File: config.mk
export PLATFORM = sky130hd
export DESIGN_NAME = scroll_address_registers_top
export DESIGN_NICKNAME = d
export VERILOG_FILES = /design/src/sar_pkg.sv /design/src/sar_step.sv /design/src/scroll_address_registers_top.sv
export VERILOG_INCLUDE_DIRS = /design/src /design/src/src
export SDC_FILE = /design/constraint.sdc
export NUM_CORES = 1
export LEC_CHECK = 0
export ABC_AREA = 1
export BUFFER_PORTS_ARGS = -buffer_cell sky130_fd_sc_hd__buf_2
export CELL_PAD_IN_SITES_DETAIL_PLACEMENT = 0
export CELL_PAD_IN_SITES_GLOBAL_PLACEMENT = 2
export CORE_ASPECT_RATIO = 0.6
export CORE_MARGIN = 5
export CORE_UTILIZATION = 28
export DETAILED_ROUTE_END_ITERATION = 7
export PLACE_DENSITY = 0.77
export RECOVER_POWER = 100
export SYNTH_ARGS = -nofsm -noshare
export SYNTH_HDL_FRONTEND = slang
export SYNTH_SLANG_ARGS = --single-unit
File: constraint.sdc
create_clock -name clk -period 3.4 [get_ports clk]
set_input_delay 0.17 -clock clk [delete_from_list [all_inputs] [get_ports clk]]
set_output_delay 0.17 -clock clk [all_outputs]
set_load 0.02 [all_outputs]
File: src/assert_macros.svh
// Assertion macros shared by the scroll and address register unit.
`ifndef ASSERT_MACROS_SVH
`define ASSERT_MACROS_SVH

// Check a property on every rising clock edge outside reset.
`define SAR_ASSERT(lbl, clk, rst_n, prop, msg) \
	lbl: assert property (@(posedge clk) disable iff (!rst_n) prop) else $error(msg);

// Check that a condition never holds on a rising clock edge outside reset.
`define SAR_NEVER(lbl, clk, rst_n, cond, msg) \
	lbl: assert property (@(posedge clk) disable iff (!rst_n) !(cond)) else $error(msg);

`endif

File: src/sar_pkg.sv
// Types and constants of the scroll and address register unit.
`timescale 1ns / 1ps

package sar_pkg;

	// Operation codes of one input item.
	typedef enum logic [1:0] {
		OP_REG_WRITE = 2'd0,
		OP_COARSE_X  = 2'd1,
		OP_FINE_Y    = 2'd2
	} op_t;

	// Register indexes for a register write.
	localparam logic [2:0] REG_CTRL   = 3'd0;
	localparam logic [2:0] REG_SCROLL = 3'd5;
	localparam logic [2:0] REG_ADDR   = 3'd6;
	localparam logic [2:0] REG_DATA   = 3'd7;

	// Coarse and fine values at which the address steps wrap.
	localparam logic [4:0] COARSE_Y_LAST_ROW = 5'd29;
	localparam logic [4:0] COARSE_MAX        = 5'd31;
	localparam logic [2:0] FINE_MAX          = 3'd7;

	// Address increments of the data register.
	localparam logic [14:0] STEP_ONE  = 15'd1;
	localparam logic [14:0] STEP_ROW  = 15'd32;

	// Architectural state of the unit.
	typedef struct packed {
		logic [14:0] tmp;
		logic [14:0] cur;
		logic [2:0]  fine_x;
		logic        toggle;
		logic        step_by_32;
	} state_t;

	// Video memory write that one item produces.
	typedef struct packed {
		logic        wr;
		logic [13:0] addr;
		logic [7:0]  data;
	} mem_wr_t;

endpackage

File: src/sar_step.sv
// Next-state and memory write logic for one item of the scroll and address register unit.
`timescale 1ns / 1ps

module sar_step (
	input  sar_pkg::state_t  state,
	input  logic [1:0]       op,
	input  logic [2:0]       reg_sel,
	input  logic [7:0]       data,
	output sar_pkg::state_t  state_next,
	output sar_pkg::mem_wr_t mem_wr
);

	logic [4:0] coarse_y;

	assign coarse_y = state.cur[9:5];

	// Decode the item and build the next state
	always_comb begin
		state_next = state;
		mem_wr     = '0;
		unique case (op)
			sar_pkg::OP_REG_WRITE: begin
				unique case (reg_sel)
					sar_pkg::REG_CTRL: begin
						state_next.tmp[11:10]  = data[1:0];
						state_next.step_by_32  = data[2];
					end
					sar_pkg::REG_SCROLL: begin
						if (!state.toggle) begin
							state_next.tmp[4:0]  = data[7:3];
							state_next.fine_x    = data[2:0];
						end else begin
							state_next.tmp[14:12] = data[2:0];
							state_next.tmp[9:5]   = data[7:3];
						end
						state_next.toggle = ~state.toggle;
					end
					sar_pkg::REG_ADDR: begin
						if (!state.toggle) begin
							state_next.tmp = {1'b0, data[5:0], state.tmp[7:0]};
						end else begin
							state_next.tmp = {state.tmp[14:8], data};
							state_next.cur = {state.tmp[14:8], data};
						end
						state_next.toggle = ~state.toggle;
					end
					sar_pkg::REG_DATA: begin
						mem_wr.wr   = 1'b1;
						mem_wr.addr = state.cur[13:0];
						mem_wr.data = data;
						state_next.cur = state.cur +
							(state.step_by_32 ? sar_pkg::STEP_ROW : sar_pkg::STEP_ONE);
					end
					default: begin
					end
				endcase
			end
			sar_pkg::OP_COARSE_X: begin
				// wrap coarse X and flip the horizontal nametable
				if (state.cur[4:0] == sar_pkg::COARSE_MAX) begin
					state_next.cur[4:0] = '0;
					state_next.cur[10]  = ~state.cur[10];
				end else begin
					state_next.cur[4:0] = state.cur[4:0] + 5'd1;
				end
			end
			sar_pkg::OP_FINE_Y: begin
				if (state.cur[14:12] != sar_pkg::FINE_MAX) begin
					state_next.cur[14:12] = state.cur[14:12] + 3'd1;
				end else begin
					// carry into coarse Y
					state_next.cur[14:12] = '0;
					if (coarse_y == sar_pkg::COARSE_Y_LAST_ROW) begin
						state_next.cur[9:5] = '0;
						state_next.cur[11]  = ~state.cur[11];
					end else if (coarse_y == sar_pkg::COARSE_MAX) begin
						state_next.cur[9:5] = '0;
					end else begin
						state_next.cur[9:5] = coarse_y + 5'd1;
					end
				end
			end
			default: begin
			end
		endcase
	end

endmodule

File: src/scroll_address_registers_top.sv
// Top level of the scroll and address register unit.
// Each item passes through two registers: the input register, then the result register.
// Throughput: one item per cycle while the result side does not stall; the state update sits between the two registers.
// A stalled result holds the result register, and the input register then fills and stalls.
// Reset (arst_n low, asynchronous) clears all address, scroll, toggle and step state
// and empties both registers.
`timescale 1ns / 1ps
`include "assert_macros.svh"

module scroll_address_registers_top (
	input  logic        clk,
	input  logic        arst_n,
	input  logic        in_valid,
	output logic        in_stall,
	input  logic [1:0]  op,
	input  logic [2:0]  reg_sel,
	input  logic [7:0]  data,
	output logic        out_valid,
	input  logic        out_stall,
	output logic        mem_write,
	output logic [13:0] mem_addr,
	output logic [7:0]  mem_data,
	output logic [14:0] cur_addr,
	output logic [14:0] tmp_addr,
	output logic [2:0]  fine_x_out,
	output logic        toggle_out
);

	logic             valid_s1;
	logic [1:0]       op_s1;
	logic [2:0]       reg_sel_s1;
	logic [7:0]       data_s1;
	logic             out_free;
	logic             fire_s1;
	logic             in_xfer;
	sar_pkg::state_t  state_q;
	sar_pkg::state_t  state_next;
	sar_pkg::mem_wr_t mem_wr;
	logic             out_valid_q;
	sar_pkg::mem_wr_t out_mem_q;
	sar_pkg::state_t  out_state_q;

	// Handshake: result register frees on transfer, input register advances into it
	assign out_free = !out_valid_q || !out_stall;
	assign fire_s1  = valid_s1 && out_free;
	assign in_stall = valid_s1 && !out_free;
	assign in_xfer  = in_valid && !in_stall;

	// Input register: control
	always_ff @(posedge clk or negedge arst_n) begin
		if (!arst_n) begin
			valid_s1 <= 1'b0;
		end else if (in_xfer) begin
			valid_s1 <= 1'b1;
		end else if (fire_s1) begin
			valid_s1 <= 1'b0;
		end
	end

	// Input register: payload
	always_ff @(posedge clk) begin
		if (in_xfer) begin
			op_s1      <= op;
			reg_sel_s1 <= reg_sel;
			data_s1    <= data;
		end
	end

	sar_step u_step (
		.state      (state_q),
		.op         (op_s1),
		.reg_sel    (reg_sel_s1),
		.data       (data_s1),
		.state_next (state_next),
		.mem_wr     (mem_wr)
	);

	// Advance the architectural state once per item
	always_ff @(posedge clk or negedge arst_n) begin
		if (!arst_n) begin
			state_q <= '0;
		end else if (fire_s1) begin
			state_q <= state_next;
		end
	end

	// Result register: control
	always_ff @(posedge clk or negedge arst_n) begin
		if (!arst_n) begin
			out_valid_q <= 1'b0;
		end else if (out_free) begin
			out_valid_q <= fire_s1;
		end
	end

	// Result register: payload
	always_ff @(posedge clk) begin
		if (fire_s1) begin
			out_mem_q   <= mem_wr;
			out_state_q <= state_next;
		end
	end

	assign out_valid  = out_valid_q;
	assign mem_write  = out_mem_q.wr;
	assign mem_addr   = out_mem_q.addr;
	assign mem_data   = out_mem_q.data;
	assign cur_addr   = out_state_q.cur;
	assign tmp_addr   = out_state_q.tmp;
	assign fine_x_out = out_state_q.fine_x;
	assign toggle_out = out_state_q.toggle;

	// State moves only when an item completes
	`SAR_ASSERT(a_state_hold, clk, arst_n, !fire_s1 |=> $stable(state_q), "state changed without an item")
	// A completed item always reaches the result register
	`SAR_ASSERT(a_fire_loads, clk, arst_n, fire_s1 |=> out_valid_q, "item lost before the result register")
	// A pending result reflects the live state
	`SAR_ASSERT(a_result_state, clk, arst_n, out_valid_q |-> (out_state_q == state_q), "result disagrees with state")
	// Never accept while the input register is held
	`SAR_NEVER(a_no_overrun, clk, arst_n, in_xfer && valid_s1 && !fire_s1, "input register overrun")

endmodule

Word-level counts from Yosys, hierarchy flattened
Index checks and enable logic that the tools add are counted.
- bits in registers: 107
- bits of input ports: 17
- output and inout bits: 59
- word-level logic and storage cells: 78
- $add $sub $neg: 4
- equal/unequal tests: 9
- muxes and demuxes: 31
- bitwise logic cells: 3
- reductions and logical operators: 14
- operator list (kind ; number):
    15-bit two-way mux ; 3
    5-bit two-way mux ; 7
    15-bit one-hot mux with 2 select lines ; 1
    23-bit two-way mux ; 1
    10-bit one-hot mux with 2 select lines ; 1
    5-bit one-hot mux with 2 select lines ; 2
    15-bit adder ; 1
    5-bit equality test, second input constant ; 3
    3-bit two-way mux ; 4
    5-bit by 1-bit adder with 5-bit output, second input constant ; 2
    3-bit equality test, second input constant ; 3
    4-bit one-hot mux with 2 select lines ; 1
    1-bit two-way mux ; 7
    6-bit two-way mux ; 1
    3-bit one-hot mux with 2 select lines ; 1
    1-bit zero test ; 4
    2-bit one-hot mux with 2 select lines ; 1
    3-bit by 1-bit adder with 3-bit output, second input constant ; 1
    1-bit logical AND ; 3
    3-bit zero test ; 1
    3-bit != test, second input constant ; 1
    1-bit inverter ; 3
    3-bit AND reduction ; 1
    2-bit by 1-bit equality test with 1-bit output, second input constant ; 1
    7 further kinds ; 7

Depth between registers and ports, before layout
Gate-level depths: netlist (run 1).
- depth after elaboration: 7
- gate-level depth with buffers: 15
- mapped depth without buffers: 15

By module
Synthesis (run 1) repeated with hierarchy kept, for this count alone.
- cell total of the unflattened synthesis: 652
- area total of the unflattened synthesis: 5856.9 µm²
- by module, submodules not included (module ; instances ; cells each ; area each (µm²) ; seq. area each (µm²)):
    scroll_address_registers_top ; 1 ; 233 ; 3664.8 ; 3027.9
    sar_step ; 1 ; 419 ; 2192.1 ; 0.0

Worst setup path before layout (run 1)
No wires, ideal clock.
- path type: register to register
- from: reg out_valid_q (netlist: out_valid)
- to: reg out_state_q, in the netlist cur_addr[0] (enable)
- setup time: 444 ps
- data arrival time: 2539 ps
- data required time: 2956 ps
- path slack: 418 ps
- cell stages (with the launch flop): 5
- buffers on the path: 1
- period minus slack after synthesis: 2982 ps
- path through: dfrtp_1 nand2_1 nand2_1 inv_1 clkbuf_1
- longest elaborated chain between the ends: 3
- ends and longest elaborated chain (item ; RTL line ; RTL):
    start: declaration ; scroll_address_registers_top.sv:39 ; logic out_valid_q;
    start signal: assignment ; scroll_address_registers_top.sv:92 ; out_valid_q <= fire_s1;
    1-bit zero test ; scroll_address_registers_top.sv:44 ; assign out_free = !out_valid_q || !out_stall;
    1-bit logical OR ; scroll_address_registers_top.sv:44 ;
    1-bit logical AND ; scroll_address_registers_top.sv:45 ; assign fire_s1 = valid_s1 && out_free;
    named net fire_s1 ; scroll_address_registers_top.sv:34 ; logic fire_s1;
    end signal: assignment ; scroll_address_registers_top.sv:100 ; out_state_q <= state_next;
    end: declaration ; scroll_address_registers_top.sv:41 ; sar_pkg::state_t out_state_q;
The timed path passes the listed nets, and every way through them passes these cells.
A chain may end at the register's enable or synchronous reset.

Final worst setup path (run 1)
- from: reg out_valid_q (netlist: out_valid)
- to: reg state_q[0] in the netlist's numbering
- longest elaborated chain between the ends: 4
- ends and longest elaborated chain (item ; RTL line ; RTL):
    1-bit zero test ; scroll_address_registers_top.sv:44 ;
    1-bit logical OR ; scroll_address_registers_top.sv:44 ;
    1-bit logical AND ; scroll_address_registers_top.sv:45 ;
    3-bit AND reduction (no source line) ; -- ;
    end signal: assignment ; scroll_address_registers_top.sv:83 ; state_q <= state_next;
    end: declaration ; scroll_address_registers_top.sv:36 ; sar_pkg::state_t state_q;
No other way between the ends.

==> flow_summary.json, run 1 <==
{
  "firstDrtPassIters": 5,
  "final-max-slew-violation-count": 38,
  "p_total_mw": 4.65,
  "grt_pass1_wl_mm": 27.4,
  "fmaxAchievable_mhz": 376,
  "cts_setup_buffers": 0,
  "vias": 4726,
  "utilization_pct": 33.3,
  "nets": 734,
  "cts.sinks": 107,
  "crit_chain": "nand2_1, nand2_1, clkbuf_2, clkinv_2, clkbuf_2, nand3_1, nand2_1, o21ai_0",
  "diodes": 0,
  "drive_gt1_share_pct": 6.04,
  "timing.final.crit_share_pct": 78.1,
  "synth_seq_cells": 107,
  "grt_overflow": 0,
  "clk_pin_slew_ns": 0.08,
  "power_per_cell_area_mw_per_mm2": 729,
  "status": "finished, violations left",
  "start_util_pct": 28.6,
  "cpMostUsedCell": "nand2_1",
  "fin_tns_setup_ns": 0,
  "syn_to_final_growth_pct": 16.4,
  "yosysSeqAreaShare_pct": 55.3,
  "worst_pin_slew_ns": 2.43,
  "finalClockSkew_ns": 0.0114,
  "hpwl_mm": 12.5,
  "clock_path_buffers": 2,
  "first_iter_violations": 330,
  "dp_slack_ns": 1.10,
  "core-area_sq_mm": 0.0191,
  "cp-end-kind": "register",
  "die_h_um": 118,
  "maxCapViolCount": 1,
  "io_pins": 76,
  "cts_tree": "built",
  "synth_cells": 632,
  "seq_area_sq_mm": 0.00303,
  "h-tree-depth": 3,
  "rows": 39,
  "cp_slowest_cell": "clkbuf_2",
  "post_cts_resized": 0,
  "finalCriticalPeriod_ns": 2.66,
  "worstSetupStartpointType": "register",
  "setup_viol": 0,
  "yosys_warnings": 0,
  "gp_congestion": 0.907,
  "die_w_um": 191,
  "io_buffers": 75,
  "grt_usage_pct": 15.5,
  "min-delay-path-class": "primary input to register",
  "fin_ws_ns": 0.743,
  "syn_area_sq_mm": 0.00548,
  "nFillCells": 2085,
  "syn_nets": 659,
  "multiInputGateArea_sq_mm": 0.00207,
  "avgViaCountPerCell": 4.83,
  "routed_wl_mm": 17.3,
  "hold_buffers": 8,
  "grt_max_degree": 63,
  "violations": "max-capacitance violations, max-slew violations",
  "ant_nets": 0,
  "avgRoutedWirePerCell_um": 17.7,
  "worst_ep_arrival_time_ns": 2.89,
  "syn_avg_cell_area_sq_um": 8.67,
  "peakVddDrop_uv": 281,
  "max_slew_margin_pct": -61.7,
  "drc": 0,
  "grt_pass1_vias": 4634,
  "numCtsBuffers": 9,
  "cp.required_ns": 3.63,
  "antenna_found_initial": 0,
  "clk_latency_ns": 0.35,
  "cts_root_buf": "clkbuf_16",
  "leakage_nw": 2.57,
  "criticalPathCategory": "register to register",
  "rsz0062_at_grt": "no",
  "die-area_sq_mm": 0.0226,
  "finalHoldViolations": 0,
  "cpPeakStageDelay_ns": 1.00,
  "path_max_fanout": 62,
  "ys_types": 35
}
critical path: cells and delay by family, from the launching register on:
kind	cells	cell delay [ns]
buffers and inverters	3	1.51
and+or+nand+nor	4	0.50
DFF	1	0.39
AOI/OAI and AO/OA	1	0.08
report_power, final:
part / total [mW] / internal, mW / leakage [nW] / switching, mW
registers: 2.13 / 1.80 / 1.16 / 0.334
clock network: 1.03 / 0.508 / 0.135 / 0.517
logic: 1.49 / 0.431 / 1.27 / 1.06
total: 4.65 / 2.74 / 2.57 / 1.91
worst paths after layout:
| path | from | endpoint | slack (ns) | cells after the start |
|---|---|---|---|---|
| worst max-delay path | out_valid | state_q[0] | 0.74 | 8 |
| worst min-delay path | op[1] | op_s1[1] | 0.009 | 1 |
| worst max register to register | out_valid | state_q[0] | 0.74 | 8 |
| worst min register to register | state_q[4] | state_q[4] | 0.49 | 2 |
| max in group asynchronous | arst_n | state_q[5] | 1.46 | 1 |
| min in group asynchronous | arst_n | state_q[17] | 0.55 | 1 |
area by class of cell:
cell class / instances / share of cell area [%]
clock buffer: 10 / 3.59
clock inverter: 6 / 0.785
inverter: 66 / 3.90
multi-input combinational: 433 / 32.4
sequential: 107 / 47.5
tap: 266 / 5.22
timing repair buffer: 90 / 6.59
routing by layer:
metal,track usage (%),up-vias,part of all wire (%)
li1,-,2266,-
met1,26.0,2295,55
met2,20.5,152,39
met3,2.98,13,5.9
met4,2.42,0,0.76
met5,0,-,0
kinds of logic after synthesis:
kind of cell,synth area share (%)
AND/OR/NAND/NOR,22.0
AO/OA/AOI/OAI,13.0
flip-flops,55.3
buffers and inverters,6.69
adder cells (fa/ha/maj),2.28
XOR/XNOR,0.799
synthesized netlist by cell type:
| cell | instances | share of area, % |
|---|---|---|
| nand3_1 | 38 | 3.5 |
| o31ai_1 | 1 | 0.14 |
| edfxtp_1 | 70 | 38 |
| nand4_1 | 2 | 0.23 |
| nand2_2 | 3 | 0.34 |
| buf_6 | 1 | 0.21 |
| buf_4 | 1 | 0.14 |
| a22o_1 | 1 | 0.16 |
| inv_2 | 6 | 0.41 |
| clkbuf_2 | 1 | 0.091 |
| o22ai_1 | 5 | 0.57 |
| nand2_1 | 181 | 12 |
| xor2_1 | 4 | 0.64 |
| clkbuf_1 | 12 | 0.82 |
| nor2_1 | 58 | 4.0 |
| buf_2 | 7 | 0.64 |
| nand3b_1 | 1 | 0.14 |
| inv_1 | 60 | 4.1 |
| a31oi_1 | 5 | 0.57 |
| o211ai_1 | 21 | 2.9 |
| xnor2_1 | 1 | 0.16 |
| a21oi_4 | 1 | 0.30 |
| o21ai_0 | 61 | 5.6 |
| o2111ai_1 | 3 | 0.48 |
| ha_1 | 10 | 2.3 |
| nor2_2 | 4 | 0.46 |
| dfrtp_1 | 37 | 17 |
| o21ai_1 | 4 | 0.37 |
| a21oi_1 | 18 | 1.6 |
| o32ai_1 | 1 | 0.16 |
| nor2_4 | 1 | 0.21 |
| or3_1 | 1 | 0.11 |
| nor3_1 | 7 | 0.64 |
| buf_1 | 4 | 0.27 |
| o221ai_1 | 1 | 0.16 |
layout by cell type, fill, tap and decap left out, types with 2 or more instances in the layout:
master         synthesis  routed
dfrtp_1               37      37
clkinv_4               0       2
inv_2                  6       4
buf_2                  7      11
nor3_1                 7       7
clkinv_2               0       2
nand3_1               38      38
nor2_2                 4       2
ha_1                  10      10
inv_1                 60      60
a31oi_1                5       5
dlygate4sd3_1          0       8
edfxtp_1              70      70
o2111ai_1              3       3
nand4_1                2       2
o22ai_1                5       5
nand2_2                3       2
buf_4                  1       4
a21oi_1               18      18
xor2_1                 4       4
o21ai_0               61      64
o211ai_1              21      21
clkbuf_16              0       9
nand2_1              181     182
nor2_1                58      61
clkbuf_2               1       3
clkbuf_1              12      65
registers in the layout, indices dropped and copies added (netlist names):
register and count:
mem_write 1, out_valid 1, data_s1 8, op_s1 2, fine_x_out 3, reg_sel_s1 3, mem_data 8, toggle_out 1
cur_addr 15, valid_s1 1, state_q 35, mem_addr 14, tmp_addr 15
metrics by stage:
stage / instances / hold slack [ns] / instance area (sq um)
2_1_floorplan: 632 / -0.126 / 5480
3_3_place_gp: 954 / 0.347 / 6130
3_5_place_dp: 954 / 0.352 / 6130
4_1_cts: 978 / 0.00277 / 6490
5_1_grt: 978 / 0.00455 / 6380
6_report: 978 / 0.00865 / 6380
Note: power is estimated with default switching activity, not from simulation.
==> run 2: changes to the inputs <==
clock period = 2.7 ns   (was 3.4 ns; I/O delays follow)
==> run 2 against run 1 <==
Net effect:
- via count increased by 0.25%
- critical endpoint is now tmp_addr[12]
- critical path depth fell by 3
- the flow now finishes without violations
- power increased by 28%
- highest routed layer unchanged
- wire length down 1.8%
- final cell count increased by 0.82%
- core utilization increased by 0.65 points
- die area unchanged
==> flow_summary.json, run 2 (same netlist as run 1, synthesis figures left out) <==
{
  "status": "finished, final reports clean",
  "grt_pass1_vias": 4575,
  "rsz0062_at_grt": "no",
  "maxCapViolCount": 0,
  "setup_viol": 0,
  "routed_wl_mm": 17.0,
  "fin_ws_ns": 0.227,
  "grt_pass1_wl_mm": 26.7,
  "path_max_fanout": 8,
  "max_slew_margin_pct": 21.3,
  "clock_path_buffers": 2,
  "dp_slack_ns": 0.295,
  "io_buffers": 75,
  "ant_nets": 0,
  "grt_usage_pct": 15.2,
  "p_total_mw": 5.94,
  "avgRoutedWirePerCell_um": 17.3,
  "final_common_cell": "nand2_1",
  "start_util_pct": 28.6,
  "cts_root_buf": "clkbuf_16",
  "worstSetupStartpointType": "register",
  "finalCriticalPeriod_ns": 2.47,
  "hpwl_mm": 12.3,
  "diodes": 0,
  "largest_register_ff_count": 35,
  "die_w_um": 191,
  "drive_gt1_share_pct": 7.22,
  "grt_overflow": 0,
  "cp-end-kind": "register",
  "h-tree-depth": 3,
  "min-delay-path-class": "primary input to register",
  "nets": 742,
  "final_cell_mix": "nand2_1 (181), edfxtp_1 (70), o21ai_0 (65), clkbuf_1 (61), nor2_1 (60)",
  "hold_buffers": 14,
  "worst_ep_arrival_time_ns": 2.57,
  "antenna_found_initial": 0,
  "vias": 4738,
  "gp_congestion": 0.908,
  "cts_setup_buffers": 0,
  "finalHoldViolations": 0,
  "syn_to_final_growth_pct": 18.7,
  "top_register": "state_q",
  "fin_tns_setup_ns": 0,
  "final-max-slew-violation-count": 0,
  "cts_tree": "built",
  "first_iter_violations": 374,
  "finalClockSkew_ns": 0.00969,
  "fmaxAchievable_mhz": 404,
  "whs_ns": 0.0543,
  "rows": 39,
  "firstDrtPassIters": 5,
  "peakVddDrop_uv": 314,
  "avgViaCountPerCell": 4.81,
  "drc": 0,
  "timing.final.crit_share_pct": 91.6,
  "core-area_sq_mm": 0.0191,
  "cts.sinks": 107,
  "numCtsBuffers": 9,
  "clk_latency_ns": 0.35,
  "leakage_nw": 2.64,
  "cp.required_ns": 2.80,
  "die_h_um": 118,
  "criticalPathCategory": "register to register",
  "io_pins": 76,
  "grt_max_degree": 42,
  "post_cts_resized": 0,
  "die-area_sq_mm": 0.0226,
  "clk_pin_slew_ns": 0.07,
  "power_per_cell_area_mw_per_mm2": 913,
  "utilization_pct": 34.0,
  "worst_pin_slew_ns": 1.18
}
==> run 2: path summary, 6_finish.rpt <==
path | startpoint | to | depth (start not counted) | slack [ns]
worst min-delay path | in_valid | valid_s1 | 3 | 0.05
min in group asynchronous | arst_n | state_q[19] | 2 | 0.56
worst max-delay path | op_s1[1] | tmp_addr[12] | 5 | 0.23
max in group asynchronous | arst_n | state_q[15] | 2 | 1.42
worst min register to register | state_q[4] | state_q[4] | 2 | 0.49
worst max register to register | op_s1[1] | tmp_addr[12] | 5 | 0.23
==> run 2: power breakdown <==
| part | switching, mW | internal, mW |
|---|---|---|
| Clock | 0.625 | 0.757 |
| Combinational | 1.31 | 0.556 |
| Sequential | 0.420 | 2.26 |
==> run 2: per-layer routing <==
| metal | vias to the layer above | GRT usage, % | share of wire [%] |
|---|---|---|---|
| met4 | 0 | 3.68 | 1.6 |
| met1 | 2238 | 25.6 | 55 |
| met5 | - | 0 | 0 |
| li1 | 2290 | - | - |
| met2 | 191 | 19.1 | 37 |
| met3 | 19 | 3.18 | 6.4 |
==> run 2: worst max-delay path, cell delays in order (launching register included) <==
cell      delay (ns)
edfxtp_1        0.55
inv_1           0.27
nand2_2         0.22
a21oi_1         0.65
inv_2           0.24
a22o_1          0.29
==> run 2: through the flow <==
| stage | cell area, sq um | cells |
|---|---|---|
| floorplan | 5480 | 632 |
| global placement | 6160 | 956 |
| detailed placement | 6160 | 956 |
| CTS | 6610 | 986 |
| global route | 6500 | 986 |
| finish | 6500 | 986 |
==> run 2: layout make-up <==
| class | instances | area, sq um |
|---|---|---|
| fill | 2038 | 12600 |
| sequential | 107 | 3030 |
| multi-input combinational | 433 | 2070 |
| timing repair buffer | 98 | 514 |
| tap | 266 | 333 |
| inverter | 66 | 249 |
| clock buffer | 10 | 239 |
| clock inverter | 6 | 72.6 |
==> run 3: changes to the inputs <==
==> constraint.sdc (replaced) <==
create_clock -name clk -period 2.7 [get_ports clk]
set_input_delay 0.54 -clock clk [delete_from_list [all_inputs] [get_ports clk]]
set_output_delay 0.54 -clock clk [all_outputs]
set_load 0.02 [all_outputs]
==> run 3 against run 2 <==
Net effect:
- clock skew about the same
- global-route usage down 0.15 points
- combinational power about the same
- first-iteration DRC count down 1.9%
- maximum frequency up 1.4%
- sequential share of layout area up 1.1 points
- critical endpoint unchanged
- largest cell class unchanged
- largest power group unchanged
- highest routed layer unchanged
==> flow_summary.json, run 3 (same netlist as run 1, synthesis figures left out) <==
{
  "io_buffers": 75,
  "fmaxAchievable_mhz": 410,
  "utilization_pct": 33.2,
  "start_util_pct": 28.6,
  "max_slew_margin_pct": 28.1,
  "cp-end-kind": "register",
  "grt_usage_pct": 15.1,
  "hold_buffers": 0,
  "rr_startpoint": "op_s1[1]",
  "h-tree-depth": 3,
  "avgRoutedWirePerCell_um": 17.6,
  "final-max-slew-violation-count": 0,
  "clk_latency_ns": 0.35,
  "multiInputGateArea_sq_mm": 0.00207,
  "status": "finished, final reports clean",
  "finalNonFillerCells": 974,
  "largest_register_ff_count": 35,
  "whs_ns": 0.362,
  "cts_tree": "built",
  "diodes": 0,
  "syn_to_final_growth_pct": 16.1,
  "seq_area_sq_mm": 0.00303,
  "gp_congestion": 0.915,
  "grt_pass1_vias": 4596,
  "power_per_cell_area_mw_per_mm2": 930,
  "finalCriticalPeriod_ns": 2.44,
  "die_h_um": 118,
  "maxCapViolCount": 0,
  "rsz0062_at_grt": "no",
  "fin_ws_ns": 0.262,
  "cp_top_family": "compound AO/OA/AOI/OAI gates",
  "vias": 4704,
  "grt_max_degree": 52,
  "clk_pin_slew_ns": 0.08,
  "setup_viol": 0,
  "cts_setup_buffers": 0,
  "top_register": "state_q",
  "io_pins": 76,
  "routed_wl_mm": 17.2,
  "dp_slack_ns": 0.344,
  "ant_nets": 0,
  "rows": 39,
  "post_cts_resized": 0,
  "core-area_sq_mm": 0.0191,
  "firstDrtPassIters": 5,
  "finalClockSkew_ns": 0.00951,
  "finalHoldViolations": 0,
  "crit_chain": "inv_1, nand2_2, a21oi_1, inv_2, a22o_1",
  "final_cell_mix": "nand2_1 (181), edfxtp_1 (70), o21ai_0 (65), clkbuf_1 (63), nor2_1 (60)",
  "crit_buf_inv": 2,
  "nFillCells": 2093,
  "peakVddDrop_uv": 384,
  "crit_start": "op_s1[1]",
  "clock_path_buffers": 2,
  "fin_tns_setup_ns": 0,
  "criticalPathCategory": "register to register",
  "worstSetupStartpointType": "register",
  "p_total_mw": 5.91,
  "cp.required_ns": 2.80,
  "cts.sinks": 107,
  "numCtsBuffers": 9,
  "hpwl_mm": 12.4,
  "die-area_sq_mm": 0.0226,
  "antenna_found_initial": 0,
  "placedInstanceArea_sq_mm": 0.00616,
  "drc": 0,
  "path_max_fanout": 8,
  "grt_pass1_wl_mm": 26.6,
  "worst_ep_arrival_time_ns": 2.54,
  "leakage_nw": 2.57,
  "placed_cells": 958,
  "fin_area_sq_mm": 0.00636,
  "first_iter_violations": 367,
  "cp_slowest_cell": "a21oi_1",
  "avgViaCountPerCell": 4.83,
  "die_w_um": 191,
  "drive_gt1_share_pct": 7.34,
  "worst_pin_slew_ns": 1.08,
  "grt_overflow": 0,
  "final_common_cell": "nand2_1",
  "cts_root_buf": "clkbuf_16",
  "min-delay-path-class": "primary input to async pin",
  "cpPeakStageDelay_ns": 0.65,
  "timing.final.crit_share_pct": 90.3,
  "nets": 730
}
[run 3: changes by cell type in the layout (fill, tap and decap cells not counted)]
cell and change:
clkbuf_1 +2, clkbuf_8 -1, clkinv_4 -2, clkinvlp_2 +1
clkinvlp_4 +1, dlygate4sd3_1 -14, inv_6 +2, inv_8 -1
[run 3: power breakdown]
| group | switching, mW | internal [mW] | leakage [nW] |
|---|---|---|---|
| clock | 0.642 | 0.728 | 0.147 |
| combinational | 1.31 | 0.544 | 1.26 |
| sequential | 0.421 | 2.26 | 1.16 |
[run 3: path summary, 6_finish.rpt]
check                               end  cells past startpoint  slack (ns)
setup / recovery           tmp_addr[12]                      5        0.26
hold / removal              state_q[14]                      1        0.36
setup reg to reg           tmp_addr[12]                      5        0.26
hold reg to reg              state_q[2]                      2        0.49
max in group asynchronous    state_q[5]                      2        1.05
min in group clk             data_s1[1]                      1        0.36
[run 3: routing by layer]
| layer | GRT usage (%) | up-vias | part of all wire, % |
|---|---|---|---|
| li1 | - | 2260 | - |
| met1 | 24.4 | 2263 | 55 |
| met2 | 19.7 | 161 | 38 |
| met3 | 3.62 | 20 | 6.4 |
| met4 | 3.50 | 0 | 1.3 |
| met5 | 0 | - | 0 |
[run 3: layout make-up]
type	instances	area share, %
tap	266	5.23
sequential	107	47.6
clock inverter	7	1.16
inverter	66	3.92
clock buffer	9	3.54
timing repair buffer	86	6.00
multi-input combinational	433	32.5
